### src/hw/rtl/u8sd_pkg.sv
// UTF-8 stream decoder package: byte classes, masks and field widths.
// Used by utf8_stream_decoder_unit; no dependencies.
`timescale 1ns / 1ps
`default_nettype none

package u8sd_pkg;

    localparam int BYTE_W    = 8;
    localparam int CP_W      = 21;
    localparam int PEND_W    = 2;
    localparam int OUT_DATA_W = ((CP_W + 7) / 8) * 8;

    localparam logic [BYTE_W-1:0] ASCII_MAX  = 8'h7F;
    localparam logic [BYTE_W-1:0] LEAD2_MASK = 8'h1F;
    localparam logic [BYTE_W-1:0] LEAD3_MASK = 8'h0F;
    localparam logic [BYTE_W-1:0] LEAD4_MASK = 8'h07;
    localparam logic [BYTE_W-1:0] CONT_MASK  = 8'h3F;

    localparam logic [PEND_W-1:0] PEND_IDLE = 2'd0;
    localparam logic [PEND_W-1:0] PEND_ONE  = 2'd1;
    localparam logic [PEND_W-1:0] PEND_TWO  = 2'd2;
    localparam logic [PEND_W-1:0] PEND_THR  = 2'd3;

    typedef struct packed {
        logic [CP_W-1:0] code_point;
        logic            has_code_point;
        logic            end_of_string;
    } u8sd_result_t;

endpackage

`default_nettype wire

### src/hw/rtl/utf8_stream_decoder_unit.sv
// UTF-8 stream decoder top level: input register, byte decode, result register.
// Depends on u8sd_pkg.
// Throughput: one byte per cycle while m_tready does not stall the output; set
// by the single decode step between the input register and the result register,
// which also updates the sequence state. Reset (rst_n low, asynchronous) empties
// both registers and returns the decoder to idle with no partial code point.
`timescale 1ns / 1ps
`default_nettype none

module utf8_stream_decoder_unit
    import u8sd_pkg::*;
(
    input  wire logic                  clk,
    input  wire logic                  rst_n,
    input  wire logic                  s_tvalid,
    output logic                       s_tready,
    input  wire logic [BYTE_W-1:0]     s_tdata,   // [7:0] in_byte
    input  wire logic                  s_tlast,   // last_byte
    output logic                       m_tvalid,
    input  wire logic                  m_tready,
    output logic [OUT_DATA_W-1:0]      m_tdata,   // [20:0] code_point, [23:21] zero
    output logic                       m_tuser,   // [0] has_code_point
    output logic                       m_tlast    // end_of_string
);

    logic              in_vld_reg;
    logic [BYTE_W-1:0] in_byte_reg;
    logic              in_last_reg;

    logic              out_vld_reg;
    u8sd_result_t      out_reg;
    u8sd_result_t      out_next;

    logic [PEND_W-1:0] pend_reg;
    logic [PEND_W-1:0] pend_next;
    logic [CP_W-1:0]   part_reg;
    logic [CP_W-1:0]   part_next;

    logic              out_free;
    logic              fire;
    logic              done;
    logic [CP_W-1:0]   cp;
    logic [CP_W-1:0]   shifted;
    logic [PEND_W-1:0] pend_dec;

    assign out_free = !out_vld_reg || m_tready;
    assign fire     = in_vld_reg && out_free;
    assign s_tready = !in_vld_reg || out_free;

    assign shifted  = {part_reg[CP_W-7:0], in_byte_reg[5:0] & CONT_MASK[5:0]};
    assign pend_dec = pend_reg - PEND_ONE;

    always_comb
    begin
        pend_next = pend_reg;
        part_next = part_reg;
        done      = 1'b0;
        cp        = '0;
        if (pend_reg != PEND_IDLE)
        begin
            pend_next = pend_dec;
            if (pend_dec == PEND_IDLE)
            begin
                done      = 1'b1;
                cp        = shifted;
                part_next = '0;
            end
            else
            begin
                part_next = shifted;
            end
        end
        else
        begin
            case (in_byte_reg) inside
                [8'h00:ASCII_MAX]:
                begin
                    done = 1'b1;
                    cp   = {{(CP_W-BYTE_W){1'b0}}, in_byte_reg};
                end
                [8'hC0:8'hDF]:
                begin
                    part_next = {{(CP_W-BYTE_W){1'b0}}, in_byte_reg & LEAD2_MASK};
                    pend_next = PEND_ONE;
                end
                [8'hE0:8'hEF]:
                begin
                    part_next = {{(CP_W-BYTE_W){1'b0}}, in_byte_reg & LEAD3_MASK};
                    pend_next = PEND_TWO;
                end
                [8'hF0:8'hF7]:
                begin
                    part_next = {{(CP_W-BYTE_W){1'b0}}, in_byte_reg & LEAD4_MASK};
                    pend_next = PEND_THR;
                end
                default:
                begin
                    // stray continuation or invalid byte: skipped
                end
            endcase
        end
        if (in_last_reg)
        begin
            pend_next = PEND_IDLE;
            part_next = '0;
        end
        out_next.code_point     = done ? cp : '0;
        out_next.has_code_point = done;
        out_next.end_of_string  = in_last_reg;
    end

    always_ff @(posedge clk or negedge rst_n)
    begin
        if (!rst_n)
        begin
            in_vld_reg  <= 1'b0;
            out_vld_reg <= 1'b0;
            pend_reg    <= PEND_IDLE;
            part_reg    <= '0;
        end
        else
        begin
            if (s_tready)
                in_vld_reg <= s_tvalid;
            if (out_free)
                out_vld_reg <= fire && (done || in_last_reg);
            if (fire)
            begin
                pend_reg <= pend_next;
                part_reg <= part_next;
            end
        end
    end

    always_ff @(posedge clk)
    begin
        if (s_tready && s_tvalid)
        begin
            in_byte_reg <= s_tdata;
            in_last_reg <= s_tlast;
        end
        if (fire)
            out_reg <= out_next;
    end

    assign m_tvalid = out_vld_reg;
    assign m_tdata  = {{(OUT_DATA_W-CP_W){1'b0}}, out_reg.code_point};
    assign m_tuser  = out_reg.has_code_point;
    assign m_tlast  = out_reg.end_of_string;

    // a transaction without a code point carries zero
    a_zero_cp: assert property (@(posedge clk) disable iff (!rst_n)
        m_tvalid && !m_tuser |-> m_tdata == '0)
        else $error("code point not zero without has_code_point");

    // only the final byte may give a result with no code point
    a_has_or_end: assert property (@(posedge clk) disable iff (!rst_n)
        m_tvalid |-> (m_tuser || m_tlast))
        else $error("empty result that is not end of string");

    // the final byte leaves the decoder idle
    a_idle_after_last: assert property (@(posedge clk) disable iff (!rst_n)
        fire && in_last_reg |=> pend_reg == PEND_IDLE && part_reg == '0)
        else $error("decoder not idle after final byte");

    // a completed multibyte sequence clears the partial value
    a_part_clear: assert property (@(posedge clk) disable iff (!rst_n)
        fire && pend_reg == PEND_ONE |=> part_reg == '0 && pend_reg == PEND_IDLE)
        else $error("partial value kept after sequence end");

endmodule

`default_nettype wire

### config.mk
export PLATFORM = sky130hd
export DESIGN_NAME = utf8_stream_decoder_unit
export DESIGN_NICKNAME = d
export VERILOG_FILES = /design/src/hw/rtl/u8sd_pkg.sv /design/src/hw/rtl/utf8_stream_decoder_unit.sv
export SDC_FILE = /design/constraint.sdc
export NUM_CORES = 1
export LEC_CHECK = 0
export ABC_AREA = 1
export BUFFER_PORTS_ARGS = -buffer_cell sky130_fd_sc_hd__buf_2
export CAP_MARGIN = 10
export CORE_ASPECT_RATIO = 0.7
export CORE_UTILIZATION = 58
export CTS_CLUSTER_DIAMETER = 80
export DETAILED_ROUTE_END_ITERATION = 10
export GPL_ROUTABILITY_DRIVEN = 0
export PLACE_DENSITY = 0.84
export SETUP_SLACK_MARGIN = 0.5
export SYNTH_ARGS = -nofsm -noshare
export SYNTH_HDL_FRONTEND = slang
export SYNTH_SLANG_ARGS = --single-unit
### constraint.sdc
create_clock -name clk -period 2.5 [get_ports clk]
set_input_delay 0.375 -clock clk [delete_from_list [all_inputs] [get_ports clk]]
set_output_delay 0.375 -clock clk [all_outputs]
set_load 0.02 [all_outputs]
After elaboration in Yosys (flattened, before gate mapping)
Index checks and enable logic that the tools add are counted.
{"block": "op_classes", "eq_ne": 1, "reduce_logical": 16, "n_addsub": 1, "order_cmp": 8, "muxes": 19}
{"operator": "$mux W15", "n": 7}
{"operator": "$mux W21", "n": 2}
{"operator": "$ge A8 B8 Y1 const B", "n": 3}
{"operator": "$le A8 B8 Y1 const B", "n": 3}
{"operator": "$mux W2", "n": 6}
{"operator": "$ge A8 B1 Y1 const B", "n": 1}
{"operator": "$le A8 B7 Y1 const B", "n": 1}
{"operator": "$mux W8", "n": 1}
{"operator": "$logic_and A1 B1 Y1", "n": 7}
{"operator": "$reduce_bool A5 Y1", "n": 1}
{"operator": "$logic_or A1 B1 Y1", "n": 3}
{"operator": "$mux W1", "n": 3}
{"operator": "$ne A3 B3 Y1 const B", "n": 1}
{"operator": "$reduce_and A3 Y1", "n": 1}
{"operator": "$logic_not A1 Y1", "n": 2}
{"operator": "$logic_not A2 Y1", "n": 1}
{"operator": "$reduce_bool A2 Y1", "n": 1}
{"operator": "$sub A2 B1 Y2 const B", "n": 1}
{"block": "word_totals", "register_bits": 51, "out_inout_bits": 28}

Longest topological paths before layout
{"block": "depth", "ltp_word": 8, "ltp_mapped": 8}

Worst setup path after synthesis
Ideal clock, no wire load.
{"block": "synth_path", "kind": "register to register", "from": "register out_vld_reg (netlist: m_tvalid)", "to": "register part_reg[12]", "setup_ns": 0.117, "synth_period_minus_slack_ns": 1.592, "setup_slack_ns": 0.908, "path_stages_with_launch": 6, "arrival_time_ns": 1.474, "path_buffers": 1, "t_required_ns": 2.383, "cell_sequence": "dfrtp_1 > a21boi_4 > nand2_4 > buf_6 > nand2_1 > o21ai_2"}
{"block": "synth_between", "elab_chain_len": 4}
{"item": "from (decl)", "line_no": "utf8_stream_decoder_unit.sv:30", "source": "logic out_vld_reg;"}
{"item": "from (signal assigned)", "line_no": "utf8_stream_decoder_unit.sv:126", "source": "out_vld_reg <= fire && (done || in_last_reg);"}
{"item": "$logic_not A1 Y1", "line_no": "utf8_stream_decoder_unit.sv:46", "source": "assign out_free = !out_vld_reg || m_tready;"}
{"item": "$logic_or A1 B1 Y1", "line_no": "utf8_stream_decoder_unit.sv:46"}
{"item": "$logic_and A1 B1 Y1", "line_no": "utf8_stream_decoder_unit.sv:47", "source": "assign fire = in_vld_reg && out_free;"}
{"item": "net fire", "line_no": "utf8_stream_decoder_unit.sv:40", "source": "logic fire;"}
{"item": "$reduce_and A3 Y1 (no line)"}
{"item": "to (signal assigned)", "line_no": "utf8_stream_decoder_unit.sv:130", "source": "part_reg <= part_next;"}
{"item": "to (decl)", "line_no": "utf8_stream_decoder_unit.sv:36", "source": "logic [CP_W-1:0] part_reg;"}
The timed path passes the listed nets, and every way through them passes these cells.
A chain may end at the register's enable or synchronous reset.

Worst setup path after layout
{"block": "layout_path", "from": "register in_last_reg", "to": "register pend_reg[1]"}
{"block": "layout_between", "elab_chain_len": 2}
{"item": "from (decl)", "line_no": "utf8_stream_decoder_unit.sv:28", "source": "logic in_last_reg;"}
{"item": "from (signal assigned)", "line_no": "utf8_stream_decoder_unit.sv:140", "source": "in_last_reg <= s_tlast;"}
{"item": "$ne A3 B3 Y1 (no line) / $reduce_bool A5 Y1 (equally long branches)"}
{"item": "$reduce_and A3 Y1 (no line)"}
{"item": "to (signal assigned)", "line_no": "utf8_stream_decoder_unit.sv:129", "source": "pend_reg <= pend_next;"}
{"item": "to (decl)", "line_no": "utf8_stream_decoder_unit.sv:34", "source": "logic [PEND_W-1:0] pend_reg;"}
Several ways; a longest one is shown, not always the timed one.

==> flow_summary.yaml <==
floorplanning:
  die_width_um: 74.7
  rows: 18
  initial_core_util_pct: 60.7
  dieArea_mm2: 0.00395
  pin_count: 41
  die_y_um: 52.9
  coreArea_mm2: 0.00354
place:
  post_dp_cell_area_mm2: 0.00234
  dp_hpwl_um: 2380
  pre_cts_ws_ps: 898
  portBuffers: 37
setup_path:
  cpMostUsedCell: "nand2_1"
  crit_required_ps: 2740
  crit_fanout: 11
  max_stage_delay_ps: 620
  crit_slowest_cell: "nor2_1"
  rrSetupSlack_ps: 970
  arrival_ps: 1770
  start_kind: "flip-flop"
  cp_cell_sequence: "nor2_1 > nand2_1 > nand2_1 > nand3_1 > nand2_1"
  path_class: "flip-flop to flip-flop"
  end_kind: "flip-flop"
yosys:
  synthCells: 197
  avgSynthCellArea_um2: 10.9
  syn_area_mm2: 0.00215
  synth.distinct_cells: 19
  yosysWarnings: 0
  synth_top_area_share_pct: 44.8
  postSynthRegisterBits: 51
  synth_top_area_cell: "edfxtp_1"
  ys_seq_area_share_pct: 66.9
  ys_top_cells_by_area: "edfxtp_1 (45%), dfrtp_1 (22%), nand2_1 (8.0%)"
power_and_ir_drop:
  power_w: 0.00243
  ir_drop_v: 0.000562
  p_leak_nw: 1.10
  p_per_area_mw_per_mm2: 985
clocking:
  cts_max_level: 2
  root_buffer: "clkbuf_8"
  clk-insertion-delay-late_ps: 300
  cts_sinks: 51
  path_clk_slew_ps: 90
  cts_tree: "built"
  cts-resized-gates: 0
  cts_setup_buffers: 0
  ctsHoldBuffers: 0
  cts_inserted_buffers: 5
  max-clock-path-buffers: 2
run:
  maxCapViolCount: 0
status:
  status: "completed"
timing:
  layout_setup_ws_ps: 974
  tns_ps: 0
  setup_viol: 0
  skew_ps: 7.54
  rsz0062_at_grt: "false"
  slew_headroom_pct: 50.8
  drv_slew: 0
  fmax_mhz: 656
  tightest_slew_ps: 735
  finalCriticalPeriod_ps: 1530
  period_share_pct: 61.0
  finalHoldViolations: 0
layout:
  largest_reg_flops: 21
  syn_to_final_growth_pct: 14.8
  n_antenna_cell: 0
  drive_gt1_share_pct: 29.1
  fin_area_mm2: 0.00246
  nets: 249
  final_util_pct: 69.7
route:
  wire_per_inst_um: 11.9
  via_per_inst: 4.90
  drt-pass1-iter-count: 4
  vias: 1405
  drt_iter0_drc: 144
  wirelength_um: 3420
  antenna_left: 0
  drcViolationCount: 0
grt:
  grt_pass1_wl_um: 5430
  grt_usage_pct: 19.9
  grt-ovfl-total: 0
  grt_pass1_vias: 1162
  antenna_found_initial: 0
  grt_max_degree: 33
worst_hold_path:
  min_path_type: "primary input to async pin"
kinds of logic after synthesis:
group / synth area share [%]
AND/OR/NAND/NOR: 16.8
flip-flops: 66.9
other: 0.175
buffers and inverters: 8.33
AO/OA/AOI/OAI: 7.81
per-stage QoR:
stage,instances,hold WS (ps)
floorplan,199,79.4
global placement,279,335
detailed placement,279,342
CTS,287,14.3
global route,287,39.5
finish,287,2.55
synth_stat cells:
cell type	count
dfrtp_1	19
conb_1	1
a21boi_4	1
a21oi_1	1
o31ai_1	1
inv_1	29
nor2_2	1
nor2_1	28
buf_2	2
nand3_1	8
o21ai_2	15
inv_2	1
buf_6	3
buf_4	3
o21ai_0	1
edfxtp_1	32
nand2_4	1
nand2_1	46
nand2_2	4
cell usage in the layout, fill, tap and decap left out, types with 3 or more instances in the layout:
| cell type | instances |
|---|---|
| o21ai_2 | 15 |
| clkbuf_8 | 6 |
| inv_1 | 29 |
| nor2_1 | 28 |
| dfrtp_1 | 19 |
| buf_2 | 37 |
| nand2_2 | 4 |
| edfxtp_1 | 32 |
| conb_1 | 3 |
| nand2_1 | 46 |
| nand3_1 | 8 |
area by class of cell:
class | count | area, um^2
clock buffer | 6 | 82.6
tap | 50 | 62.6
sequential | 51 | 1440
clock inverter | 2 | 38.8
inverter | 30 | 113
multi-input combinational | 110 | 539
timing repair buffer | 38 | 193
fill | 273 | 1070
worst paths after layout:
| path | start | endpoint | cells after the start |
|---|---|---|---|
| setup / recovery | in_last_reg$_DFFE_PP_ | pend_reg[1]$_DFFE_PN0P_ | 5 |
| hold / removal | rst_n | pend_reg[1]$_DFFE_PN0P_ | 1 |
| setup reg to reg | in_last_reg$_DFFE_PP_ | pend_reg[1]$_DFFE_PN0P_ | 5 |
| hold reg to reg | part_reg[10]$_DFFE_PN0P_ | part_reg[10]$_DFFE_PN0P_ | 2 |
| max in group asynchronous | rst_n | part_reg[4]$_DFFE_PN0P_ | 1 |
| min in group clk | s_tlast | in_last_reg$_DFFE_PP_ | 1 |
per-layer routing:
layer / vias to the layer above / wire, um / global-route usage, %
met5: - / 0 / 0
met4: 0 / 46 / 7.55
met3: 8 / 215 / 5.90
met2: 48 / 1560 / 30.5
met1: 656 / 1600 / 26.9
li1: 693 / - / -
power by group:
group          total, W  switching, W  leakage, nW  internal, W
logic          0.000644      0.000462        0.464     0.000182
clock network  0.000593      0.000264       0.0618     0.000329
registers       0.00119      0.000103        0.570      0.00109
total           0.00243      0.000830         1.10      0.00160
worst max-delay path, delay by kind of cell, from the launching register on:
| family | cells | cell delay, ps |
|---|---|---|
| and+or+nand+nor | 5 | 970 |
| DFF | 1 | 500 |
Note: power is estimated with default switching activity, not from simulation.
